<file path="config.mk">
export PLATFORM = sky130hd
export DESIGN_NAME = region_timing_statistics_table
export DESIGN_NICKNAME = d
export VERILOG_FILES = /design/src/rtst_pkg.sv /design/src/rtst_ram.sv /design/src/rtst_div.sv /design/src/rtst_front.sv /design/src/rtst_back.sv /design/src/region_timing_statistics_table.sv
export VERILOG_INCLUDE_DIRS = /design/src /design/src/src
export SDC_FILE = /design/constraint.sdc
export NUM_CORES = 2
export LEC_CHECK = 0
export BUFFER_PORTS_ARGS = -buffer_cell sky130_fd_sc_hd__clkbuf_2
export CAP_MARGIN = 20
export CORE_ASPECT_RATIO = 0.9
export CORE_UTILIZATION = 38
export CTS_CLUSTER_SIZE = 40
export DETAILED_ROUTE_END_ITERATION = 6
export GPL_TIMING_DRIVEN = 0
export HOLD_SLACK_MARGIN = 0.1
export SYNTH_ARGS = -nofsm -noshare
export SYNTH_HDL_FRONTEND = slang
export SYNTH_SLANG_ARGS = --single-unit
</file>
<file path="constraint.sdc">
create_clock -name clk -period 31.2 [get_ports clk]
set_input_delay 4.68 -clock clk [delete_from_list [all_inputs] [get_ports clk]]
set_output_delay 4.68 -clock clk [all_outputs]
set_load 0.1 [all_outputs]
</file>
<file path="src/region_timing_statistics_table_defines.svh">
// Assertion macros used by the region timing statistics table back end
`ifndef REGION_TIMING_STATISTICS_TABLE_DEFINES_SVH
`define REGION_TIMING_STATISTICS_TABLE_DEFINES_SVH
// Implication checked on every rising clock edge outside reset
`define RTST_ASSERT_IMP(label, clk, rst_n, ante, cons, msg) \
  label: assert property (@(posedge clk) disable iff (!rst_n) (ante) |-> (cons)) \
    else $error(msg);
// Next-cycle implication checked outside reset
`define RTST_ASSERT_NEXT(label, clk, rst_n, ante, cons, msg) \
  label: assert property (@(posedge clk) disable iff (!rst_n) (ante) |=> (cons)) \
    else $error(msg);
`endif

</file>
<file path="src/rtst_pkg.sv">
// Shared types and constants of the region timing statistics table
package rtst_pkg;
  localparam logic CMD_RECORD = 1'b0;
  localparam logic CMD_DUMP   = 1'b1;

  localparam logic [2:0] ST_CREATED  = 3'd0;
  localparam logic [2:0] ST_UPDATED  = 3'd1;
  localparam logic [2:0] ST_DROPPED  = 3'd2;
  localparam logic [2:0] ST_IGNORED  = 3'd3;
  localparam logic [2:0] ST_REPORT   = 3'd4;

  typedef struct packed {
    logic        command;
    logic [15:0] region_tag;
    logic [31:0] start_us;
    logic [31:0] end_us;
  } rtst_in_t;

  typedef struct packed {
    logic [2:0]  status;
    logic        entry_valid;
    logic [15:0] report_tag;
    logic [31:0] call_count;
    logic [31:0] average_us;
    logic [31:0] max_elapsed_us;
    logic [31:0] average_interval_us;
    logic        last;
  } rtst_out_t;

  typedef enum logic [3:0] {
    BK_IDLE, BK_SEARCH, BK_RD, BK_RDW, BK_UPD, BK_DIV, BK_EMIT, BK_SIMPLE
  } rtst_bk_state_t;
endpackage

</file>
<file path="src/rtst_ram.sv">
// Generic simple dual-port RAM (one write port, one read port) with registered read
module rtst_ram #(
  parameter int WIDTH = 32,
  parameter int DEPTH = 16
) (
  input  logic                     clk,
  input  logic                     we,
  input  logic [$clog2(DEPTH)-1:0] waddr,
  input  logic [WIDTH-1:0]         wdata,
  input  logic [$clog2(DEPTH)-1:0] raddr,
  output logic [WIDTH-1:0]         rdata
);
  logic [WIDTH-1:0] mem [DEPTH];
  always_ff @(posedge clk) begin
    if (we) mem[waddr] <= wdata;
    rdata <= mem[raddr];
  end
endmodule

</file>
<file path="src/rtst_div.sv">
// Restoring 32-bit divider, one quotient bit per cycle, quotient 0 for a zero divisor
module rtst_div (
  input  logic        clk,
  input  logic        rst_n,
  input  logic        go,
  input  logic [31:0] num,
  input  logic [31:0] den,
  output logic        done,
  output logic [31:0] quo
);
  logic [31:0] q_r, q_nxt, d_r, d_nxt;
  logic [32:0] rem_r, rem_nxt;
  logic [5:0]  cnt_r, cnt_nxt;
  logic        busy_r, busy_nxt;
  logic [32:0] trial;
  logic [32:0] shifted;

  always_comb begin
    q_nxt = q_r; d_nxt = d_r; rem_nxt = rem_r; cnt_nxt = cnt_r; busy_nxt = busy_r;
    shifted = {rem_r[31:0], q_r[31]};
    trial = shifted - {1'b0, d_r};
    if (go) begin
      q_nxt = num; d_nxt = den; rem_nxt = '0; cnt_nxt = 6'd32; busy_nxt = 1'b1;
    end else if (busy_r) begin
      if (!trial[32]) begin
        rem_nxt = trial; q_nxt = {q_r[30:0], 1'b1};
      end else begin
        rem_nxt = shifted; q_nxt = {q_r[30:0], 1'b0};
      end
      cnt_nxt = cnt_r - 6'd1;
      if (cnt_r == 6'd1) busy_nxt = 1'b0;
    end
  end

  always_ff @(posedge clk) begin
    if (!rst_n) begin
      busy_r <= 1'b0; cnt_r <= '0;
    end else begin
      busy_r <= busy_nxt; cnt_r <= cnt_nxt;
    end
    q_r <= q_nxt; d_r <= d_nxt; rem_r <= rem_nxt;
  end

  assign done = !busy_r && !go;
  assign quo  = (d_r == 32'd0) ? 32'd0 : q_r;
endmodule

</file>
<file path="src/rtst_front.sv">
// Front end: takes requests and queues them for the back end
module rtst_front
  import rtst_pkg::*;
#(
  parameter int DEPTH = 2
) (
  input  logic     clk,
  input  logic     rst_n,
  input  logic     start,
  output logic     busy,
  input  rtst_in_t in_data,
  output logic     q_valid,
  output rtst_in_t q_data,
  input  logic     q_pop
);
  localparam int AW = (DEPTH > 1) ? $clog2(DEPTH) : 1;
  rtst_in_t fifo_r [DEPTH];
  logic [AW-1:0] wp_r, wp_nxt, rp_r, rp_nxt;
  logic [AW:0]   n_r, n_nxt;
  logic push;

  assign busy    = (n_r == (AW+1)'(DEPTH));
  assign push    = start && !busy;
  assign q_valid = (n_r != '0);
  assign q_data  = fifo_r[rp_r];

  always_comb begin
    wp_nxt = wp_r; rp_nxt = rp_r; n_nxt = n_r;
    if (push) wp_nxt = (wp_r == AW'(DEPTH-1)) ? '0 : wp_r + AW'(1);
    if (q_pop) rp_nxt = (rp_r == AW'(DEPTH-1)) ? '0 : rp_r + AW'(1);
    n_nxt = n_r + (AW+1)'(push) - (AW+1)'(q_pop);
  end

  always_ff @(posedge clk) begin
    if (!rst_n) begin
      wp_r <= '0; rp_r <= '0; n_r <= '0;
    end else begin
      wp_r <= wp_nxt; rp_r <= rp_nxt; n_r <= n_nxt;
    end
    if (push) fifo_r[wp_r] <= in_data;
  end
endmodule

</file>
<file path="src/rtst_back.sv">
// Back end: tag search, statistics update and dump sequencing
module rtst_back
  import rtst_pkg::*;
#(
  parameter int ENTRIES  = 16,
  parameter int TAG_BITS = 16
) (
  input  logic      clk,
  input  logic      rst_n,
  input  logic      enable,
  input  logic      q_valid,
  input  rtst_in_t  q_data,
  output logic      q_pop,
  output logic      out_strobe,
  output rtst_out_t out_data
);
`include "region_timing_statistics_table_defines.svh"
  localparam int IW = (ENTRIES > 1) ? $clog2(ENTRIES) : 1;
  localparam int CW = $clog2(ENTRIES + 1);
  localparam int SW = 5 * 32;

  rtst_bk_state_t st_r, st_nxt;
  rtst_in_t  req_r;
  logic [TAG_BITS-1:0] tags_r [ENTRIES];
  logic [CW-1:0] cnt_r, cnt_nxt;
  logic [CW-1:0] idx_r, idx_nxt;
  logic [2:0]  sts_r, sts_nxt;
  logic [31:0] sum_r, cc_r, mx_r, isum_r;
  logic [31:0] avg_r;
  logic        div_phase_r, div_phase_nxt;
  logic        div_wait_r, div_wait_nxt;
  logic [IW-1:0] ridx;

  logic          ram_we;
  logic [SW-1:0] ram_wd, ram_rd;
  logic [31:0] rd_sum, rd_cc, rd_mx, rd_ps, rd_is, elapsed;
  logic        div_go, div_done;
  logic [31:0] div_num, div_q;
  logic        emit_last;

  assign ridx   = idx_r[IW-1:0];
  assign {rd_sum, rd_cc, rd_mx, rd_ps, rd_is} = ram_rd;
  assign elapsed = req_r.end_us - req_r.start_us;

  rtst_ram #(.WIDTH(SW), .DEPTH(ENTRIES)) u_stats (
    .clk(clk), .we(ram_we), .waddr(ridx), .wdata(ram_wd), .raddr(ridx), .rdata(ram_rd)
  );

  rtst_div u_div (
    .clk(clk), .rst_n(rst_n), .go(div_go), .num(div_num), .den(cc_r),
    .done(div_done), .quo(div_q)
  );

  // next state
  always_comb begin
    st_nxt = st_r; idx_nxt = idx_r; sts_nxt = sts_r; cnt_nxt = cnt_r;
    div_phase_nxt = div_phase_r; div_wait_nxt = div_wait_r;
    case (st_r)
      BK_IDLE: if (q_valid) begin
        idx_nxt = '0; div_phase_nxt = 1'b0; div_wait_nxt = 1'b0;
        if (q_data.command == CMD_DUMP) begin
          if (cnt_r == '0) begin sts_nxt = ST_REPORT; st_nxt = BK_SIMPLE; end
          else begin sts_nxt = ST_REPORT; st_nxt = BK_RD; end
        end else if (!enable) begin
          sts_nxt = ST_IGNORED; st_nxt = BK_SIMPLE;
        end else st_nxt = BK_SEARCH;
      end
      BK_SEARCH: begin
        if (idx_r < cnt_r && tags_r[ridx] == TAG_BITS'(req_r.region_tag)) begin
          sts_nxt = ST_UPDATED; st_nxt = BK_RD;
        end else if (idx_r >= cnt_r) begin
          if (cnt_r == CW'(ENTRIES)) begin sts_nxt = ST_DROPPED; st_nxt = BK_SIMPLE; end
          else begin sts_nxt = ST_CREATED; cnt_nxt = cnt_r + CW'(1); st_nxt = BK_SIMPLE; end
        end else idx_nxt = idx_r + CW'(1);
      end
      BK_RD:  st_nxt = BK_RDW;
      BK_RDW: st_nxt = (sts_r == ST_UPDATED) ? BK_UPD : BK_DIV;
      BK_UPD: st_nxt = BK_DIV;
      BK_DIV: begin
        // kick the divider and hold until it finishes, first for the average, then for the interval average
        if (!div_wait_r) div_wait_nxt = 1'b1;
        else if (div_done) begin
          div_wait_nxt = 1'b0;
          if (!div_phase_r) div_phase_nxt = 1'b1;
          else st_nxt = BK_EMIT;
        end
      end
      BK_EMIT: begin
        div_phase_nxt = 1'b0;
        if (sts_r == ST_REPORT && !emit_last) begin
          idx_nxt = idx_r + CW'(1); st_nxt = BK_RD;
        end else st_nxt = BK_IDLE;
      end
      BK_SIMPLE: st_nxt = BK_IDLE;
      default: st_nxt = BK_IDLE;
    endcase
  end

  // outputs
  always_comb begin
    q_pop = 1'b0; ram_we = 1'b0; ram_wd = ram_rd; div_go = 1'b0;
    div_num = div_phase_r ? isum_r : sum_r;
    out_strobe = 1'b0; out_data = '0;
    emit_last = (idx_r + CW'(1) == cnt_r) || (sts_r != ST_REPORT);
    case (st_r)
      BK_IDLE: q_pop = q_valid;
      BK_SEARCH: if (idx_r >= cnt_r && cnt_r != CW'(ENTRIES)) begin
        ram_we = 1'b1;
        ram_wd = {32'd0, 32'd0, 32'd0, req_r.start_us, 32'd0};
      end
      BK_UPD: begin
        ram_we = 1'b1;
        ram_wd = {sum_r, cc_r, mx_r, req_r.start_us, isum_r};
      end
      BK_DIV: div_go = !div_wait_r;
      BK_EMIT: begin
        out_strobe = 1'b1;
        out_data.status = sts_r; out_data.entry_valid = 1'b1;
        out_data.report_tag = 16'(tags_r[ridx]);
        out_data.call_count = cc_r; out_data.average_us = avg_r;
        out_data.max_elapsed_us = mx_r; out_data.average_interval_us = div_q;
        out_data.last = emit_last;
      end
      BK_SIMPLE: begin
        out_strobe = 1'b1; out_data.status = sts_r; out_data.last = 1'b1;
        out_data.entry_valid = (sts_r == ST_CREATED);
        if (sts_r != ST_REPORT) out_data.report_tag = 16'(TAG_BITS'(req_r.region_tag));
      end
      default: ;
    endcase
  end

  always_ff @(posedge clk) begin
    if (!rst_n) begin
      st_r <= BK_IDLE; cnt_r <= '0; idx_r <= '0; div_phase_r <= 1'b0;
      div_wait_r <= 1'b0;
    end else begin
      st_r <= st_nxt; cnt_r <= cnt_nxt; idx_r <= idx_nxt; div_phase_r <= div_phase_nxt;
      div_wait_r <= div_wait_nxt;
    end
    sts_r <= sts_nxt;
    if (st_r == BK_IDLE && q_valid) req_r <= q_data;
    if (st_r == BK_SEARCH && st_nxt == BK_SIMPLE && sts_nxt == ST_CREATED)
      tags_r[ridx] <= TAG_BITS'(req_r.region_tag);
    if (st_r == BK_RDW) begin
      if (sts_r == ST_UPDATED) begin
        sum_r  <= rd_sum + elapsed;
        cc_r   <= rd_cc + 32'd1;
        mx_r   <= (elapsed > rd_mx) ? elapsed : rd_mx;
        isum_r <= rd_is + (req_r.start_us - rd_ps);
      end else begin
        sum_r <= rd_sum; cc_r <= rd_cc; mx_r <= rd_mx; isum_r <= rd_is;
      end
    end
    if (st_r == BK_DIV && div_wait_r && div_done && !div_phase_r) avg_r <= div_q;
  end

  `RTST_ASSERT_IMP(a_cnt_bound, clk, rst_n, 1'b1, cnt_r <= CW'(ENTRIES), "entry count overflow")
  `RTST_ASSERT_IMP(a_emit_state, clk, rst_n, out_strobe, st_r == BK_EMIT || st_r == BK_SIMPLE, "strobe outside emit")
  `RTST_ASSERT_NEXT(a_emit_idle, clk, rst_n, st_r == BK_SIMPLE, st_r == BK_IDLE, "no return to idle")
endmodule

</file>
<file path="src/region_timing_statistics_table.sv">
// Top level of the region timing statistics table
// Usage:
//  A request is taken when start is high and busy is low; in_data holds
//  command, tag and start/end times. The enable register is to be
//  written by the user over cfg_valid/cfg_ready (always ready) only
//  while the block is idle; the block itself does not enforce this.
//  Results appear on out_data for one cycle, marked by out_strobe; last
//  flags the final result of a request. The receiver cannot stall.
//  A two-entry request queue sits in front of the back end, so busy
//  rises only when two requests wait behind the one in progress.
//  Back end: a record searches the tags in order from entry 0. On a hit
//  it reads, updates and writes back the entry's statistics, runs two
//  divisions (average, average interval) and emits the result. A miss
//  creates an entry, or drops the request when the table is full; a
//  record while disabled is ignored. A dump emits each entry after both
//  divisions on the shared serial divider, or one result if empty.
//  Reset (synchronous, rst_n low) empties the table and queue and clears
//  enable; statistics memory needs no clearing pass.
module region_timing_statistics_table
  import rtst_pkg::*;
#(
  parameter int ENTRIES  = 16,
  parameter int TAG_BITS = 16
) (
  input  logic      clk,
  input  logic      rst_n,
  input  logic      start,
  output logic      busy,
  input  rtst_in_t  in_data,
  output logic      out_strobe,
  output rtst_out_t out_data,
  input  logic      cfg_valid,
  output logic      cfg_ready,
  input  logic      cfg_data
);
  logic enable_r;
  logic q_valid, q_pop;
  rtst_in_t q_data;

  assign cfg_ready = 1'b1;
  always_ff @(posedge clk) begin
    if (!rst_n) enable_r <= 1'b0;
    else if (cfg_valid && cfg_ready) enable_r <= cfg_data;
  end

  rtst_front #(.DEPTH(2)) u_front (
    .clk(clk), .rst_n(rst_n), .start(start), .busy(busy), .in_data(in_data),
    .q_valid(q_valid), .q_data(q_data), .q_pop(q_pop)
  );

  rtst_back #(.ENTRIES(ENTRIES), .TAG_BITS(TAG_BITS)) u_back (
    .clk(clk), .rst_n(rst_n), .enable(enable_r), .q_valid(q_valid), .q_data(q_data),
    .q_pop(q_pop), .out_strobe(out_strobe), .out_data(out_data)
  );
endmodule
</file>
Word level (Yosys, flattened, before mapping). Memories as Yosys holds them, arrays and structs flattened. A register that Yosys moved wholly into a read port is not among the register bits. Cells that the tools add are included. W data, S select, Z words.

Add/sub/neg operators: 13. Magnitude comparators: 3. Equal/unequal tests: 23. Muxes and demuxes: 70. Bitwise operators: 3. Reductions and logical operators: 34.

Operators by type and width (number): $mux W32 (10); $pmux W160 S2 (1); $mux W160 (1); $mux W128 (1); $add A32 B32 Y32 (2); $sub A32 B32 Y32 (2); $pmux W20 S2 (1); $mux W4 (9); $sub A33 B32 Y33 (1); $add A32 B1 Y32 const B (1); $gt A32 B32 Y1 (1); $logic_not A32 Y1 (1); $pmux W4 S7 (1); $mux W1 (24); $mux W3 (7); $eq A4 B3 Y1 const B (5); $mux W5 (4); $eq A16 B16 Y1 (1); $mux W16 (1); $pmux W5 S3 (1); $mux W6 (2); $logic_and A1 B1 Y1 (11); $add A5 B1 Y5 const B (2); $eq A4 B2 Y1 const B (2); other kinds (33) (54).

Register bits: 367. Bits in writable memories: 2978. Bits of input ports: 86. Output and inout bits: 152. Logic and storage cells: 173. Memories kept: 3.

Memory list: u_back.u_stats.mem (depth 16, width 160, read ports 1, clocked after memory_dff 1, write ports 1, RTL line rtst_ram.sv:13) `logic [WIDTH-1:0] mem [DEPTH];`; u_back.tags_r (depth 16, width 16, read ports 1, clocked after memory_dff 1, write ports 1, RTL line rtst_back.sv:24) `logic [TAG_BITS-1:0] tags_r [ENTRIES];`; u_front.fifo_r (depth 2, width 81, read ports 1, clocked after memory_dff 1, write ports 1, RTL line rtst_front.sv:17) `rtst_in_t fifo_r [DEPTH];`.

Longest topological paths before layout.
Word-level depth: 12. Depth in mapped cells: 27. Gate-level depth less buffers: 25.

By module. A second synthesis with hierarchy kept.

Cell total of the unflattened synthesis: 7544. Area total of the unflattened synthesis: 141371.8 sq um.

Modules (own cells, without submodules): rtst_ram (times used 1, cells each 4191, area an instance 99300.2 sq um, seq. area each 80076.8 sq um); rtst_back (times used 1, cells each 2462, area an instance 29378.2 sq um, seq. area each 15354.7 sq um); rtst_front (times used 1, cells each 278, area an instance 6477.5 sq um, seq. area each 4964.8 sq um); rtst_div (times used 1, cells each 608, area an instance 6168.4 sq um, seq. area each 2702.6 sq um); region_timing_statistics_table (times used 1, cells each 5, area an instance 47.5 sq um, seq. area each 20.0 sq um).

Worst setup path after synthesis. OpenSTA, ideal clock, no wires.

Kind: reg2reg. From: register u_back.idx_r[0]. To: memory u_back.u_stats.mem[0][0] (netlist name) (enable). Library setup time: 875 ps. Arrival time: 14092 ps. Setup slack: 16232 ps. Stages on the path, launching flop included: 16. Buffers on the path: 6. Cell sequence: dfxtp_1 > clkbuf_1 > clkbuf_1 > buf_1 > buf_1 > inv_1 > ha_1 > nor2b_1 > o21ai_0 > nand2_1 > a31oi_1 > nor3_1 > nor2_1 > clkbuf_1 > clkbuf_1 > nor3_1.

Word-level cells in the longest chain between the ends: 6.

Ends and longest elaborated chain: start: declaration (RTL line rtst_back.sv:26) `logic [CW-1:0] idx_r, idx_nxt;`; start signal: assignment (RTL line rtst_back.sv:138) `st_r <= st_nxt; cnt_r <= cnt_nxt; idx_r <= idx_nxt; div_phase_r <= div_phase_nxt;`; $ge A5 B5 Y1 (RTL line rtst_back.sv:107) `BK_SEARCH: if (idx_r >= cnt_r && cnt_r != CW'(ENTRIES)) begin`; $logic_and A1 B1 Y1 (RTL line rtst_back.sv:107); $mux W1 (RTL line rtst_back.sv:107); $pmux W1 S2 (RTL line rtst_back.sv:105) `case (st_r)`; $mux W1 (RTL line rtst_ram.sv:15) `if (we) mem[waddr] <= wdata;`; $mux W1 (implied by the code) (RTL line rtst_ram.sv:15); end: declaration (RTL line rtst_ram.sv:13).

Parallel ways exist; a longest one is shown, timed or not.

==> results by group <==
Yosys
  – #FFs+latches synth: 3510
  – Synth Warn #: 0
  – Syn Nets: roughly 7400
  – Sequential share of the synthesized area: 73.5%
  – Post-synth cell types: 84
  – Synth Area in XOR/XNOR: less than 1%
  – Top FF cell, synth: edfxtp_1
  – Simple-Gate Fraction of Synth Area: 2.94%
  – Mapped Avg Cell Area: 19.8 um2
  – Mux contribution to synthesized area: approximately 15%
  – Synth Area in Compound Gates: 3.65%
  – EDFF count, synth: between 3000 and 4000
  – Ys async rst share: 0%
  – Post-Synth Adder-Cell Area: between 2 and 2.5%
  – Largest family of logic cells by synthesized area: multiplexers
  – Post-Syn Area: between 100000 and 150000 um2
  – Post-Syn Instances: roughly 7100

Die
  – Top Ports: about 240
  – Die X: ~640 um
  – Die Y: ~580 um
  – Die ar.: roughly 370000 um2
  – Starting density of the core: 38.2%
  – Num rows: roughly 210
  – Core area: roughly 370000 um2

Min path
  – Worst Hold Depth: 2
  – Hold Crit Class: reg -> reg

Clock tree
  – Num Clock Sinks: 3510
  – Worst-skew pair later-pin latency: approximately 1 ns
  – CTS tree: yes
  – Total CTS buffers: approximately 360
  – Clk buf depth: 4
  – CTS Root Cell: clkbuf_16
  – Setup bufs post-CTS: 0
  – Clk slew on worst S/H paths: approximately 0.060 ns
  – Post-CTS resize count: 0
  – Hold-fix buffers, CTS: 0
  – H-tree depth: 5

GRT
  – First-pass GRT wire length: 571000 um
  – Pin count of the biggest net entering global routing: slightly below 60
  – Vias in the first global route: approximately 75000
  – Total track usage: a little over a fifth
  – Total grt overflow: 0
  – Initial antenna violation count: 30

STA
  – Relative slew slack: a little over a tenth
  – # setup viols final: 0
  – Worst Tran Pin Value: about 1.3 ns
  – Final count of hold timing violations: 0
  – Setup_tns: 0 ns
  – Final slew viol count: 0
  – Clock Skews: 0.0713 ns
  – Clock period minus worst slack: between 10 and 15 ns
  – Unrepaired setup endpoints after global routing: false
  – Final worst-path cycle share: 33.4%
  – Fmax: approximately 0.096 GHz

Cells and area
  – Most frequent cells in the layout: edfxtp_1, mux4_2, clkbuf_16
  – Final net count: 8352
  – Share of cells above drive strength 1: ~27%
  – Most common cell after layout, fill and taps aside: edfxtp_1
  – Fill cell count: approximately 31000
  – Layout area overhead: 18.1%

Status
  – Run status: completed

Power and ir drop
  – Leak pwr: ~54 nW
  – Maximum vdd drop: ~0.046 mV
  – PwrDens: approximately 70 nW/um2
  – Total Power: roughly 12 mW

Setup path
  – R2R depth: 25
  – Crit-path most repeated cell: clkbuf_2
  – Critical path required time: roughly 27 ns
  – CP Max Fanout: 10
  – Startpoint types: register
  – Setup CP Type: reg -> out
  – CP Capture Type: primary output
  – Critical Path AT: between 5 and 6 ns
  – Largest stage delay on the critical path: 0.82 ns
  – Crit path cell chain: clkbuf_1, clkbuf_2, buf_2, buf_1, inv_1, ha_1, xor2_1, nor2_1, nand3_1, a31oi_1, clkbuf_2
  – Slowest CP cell: buf_1

Drt
  – Iter 0 DRT Violations: between 9000 and 10000
  – Post-route ant nets: 0
  – DR DRC count: 0
  – Total number of vias: around 75000
  – Routed wire length: 413000 um
  – Number of detailed-route iterations in the first pass: 6
  – Detailed-route wire length per cell: ~31 um
  – Via/cell ratio: approximately 5.7

Run
  – Max-Cap Viols: 0

Placed design
  – I/O Buffers: between 200 and 250
  – Gpl congestion: 0.890
  – Placed wire-length estimate: about 290000 um
## Yosys cell counts, types with 124 or more instances
master,instances,share of area (%)
dfxtp_1,228,3.3
a21oi_1,150,0.54
nand2_1,245,0.66
mux4_2,880,14
a22o_1,144,0.90
clkbuf_1,258,0.69
nor2_1,136,0.36
edfxtp_1,3282,70
o21ai_0,234,0.83
inv_1,245,0.66
and3_1,124,0.55
ha_1,174,1.6
## final timing paths
path         slack [ns]                                start                                  end
max               20.79         u_back.idx_r[0]$_SDFFE_PN0P_                          out_data[0]
min                0.49  u_back.u_div.rem_r[23]$_SDFFE_PP0P_  u_back.u_div.rem_r[23]$_SDFFE_PP0P_
max reg2reg       22.20         u_back.idx_r[0]$_SDFFE_PN0P_  u_back.u_stats.mem[0][39]$_DFFE_PP_
min reg2reg        0.49  u_back.u_div.rem_r[23]$_SDFFE_PP0P_  u_back.u_div.rem_r[23]$_SDFFE_PP0P_
## cells by family (layout without fill, tap and decap cells)
group | count (synthesis) | after routing
xor+xnor | 155 | 155
flops | 3510 | 3510
buf+inv | 581 | 1876
compound gates | 778 | 778
simple gates | 808 | 808
other cells | 2 | 35
fa+ha+maj | 208 | 208
mux | 1036 | 1036
## per-layer routing
metal,part of all wire [%],vias to the layer above,GRT usage (%)
met5,0.016,-,0
met4,3.9,10,7.89
met3,9.4,611,4.67
met2,47,3691,35.3
met1,39,40197,29.1
li1,-,30944,-
## state kept, by name, summed over array words and instances (netlist names), 3 cells and up, named ones only
signal,flops
u_back.u_stats.rdata,160
u_back.avg_r,32
u_back.cnt_r,5
u_back.tags_r,256
u_back.req_r,80
u_back.sum_r,32
u_back.u_div.d_r,32
u_back.idx_r,5
u_back.st_r,4
u_back.u_div.cnt_r,6
u_back.sts_r,3
u_back.u_stats.mem,2560
u_back.u_div.rem_r,32
u_front.fifo_r,162
u_back.cc_r,32
u_back.u_div.q_r,32
u_back.isum_r,32
u_back.mx_r,32
## metrics by stage
stage,cell area (um2),setup WS (ns),instances,hold slack (ns),utilization (%)
6_report,166000,20.79,13305,0.494,45.1
5_1_grt,166000,20.60,13281,0.518,45.1
4_1_cts,165000,20.85,13230,0.502,45.0
3_5_place_dp,153000,21.87,12551,0.487,41.7
3_3_place_gp,148000,-5.64,12213,0.482,40.2
2_1_floorplan,140000,16.23,7078,0.442,-
## worst max-delay path, delay by kind of cell, from the launching register on
kind            cells  cell delay, ns
compound gates      1            0.23
xor+xnor            1            0.16
buf+inv             6            3.26
simple gates        2            0.31
flops               1            0.36
fa+ha+maj           1            0.43
## where the power goes
group	internal [mW]	switching, mW	total, mW
clock	2.51	1.87	4.38
sequential	5.45	0.111	5.56
combinational	0.700	1.25	1.95
## area by class of cell
| class | instances | area (um2) | area share [%] |
|---|---|---|---|
| clock inverter | 192 | 2140 | 1.29 |
| sequential | 3510 | 103000 | 62.2 |
| clock buffer | 487 | 9950 | 6.00 |
| tap | 4899 | 6130 | 3.70 |
| inverter | 247 | 927 | 0.559 |
| timing repair buffer | 616 | 6890 | 4.16 |
| buffer | 334 | 1340 | 0.809 |
| multi-input combinational | 2987 | 35200 | 21.2 |
| antenna | 33 | 82.6 | 0.0498 |
Note: power is estimated with default switching activity, not from simulation.
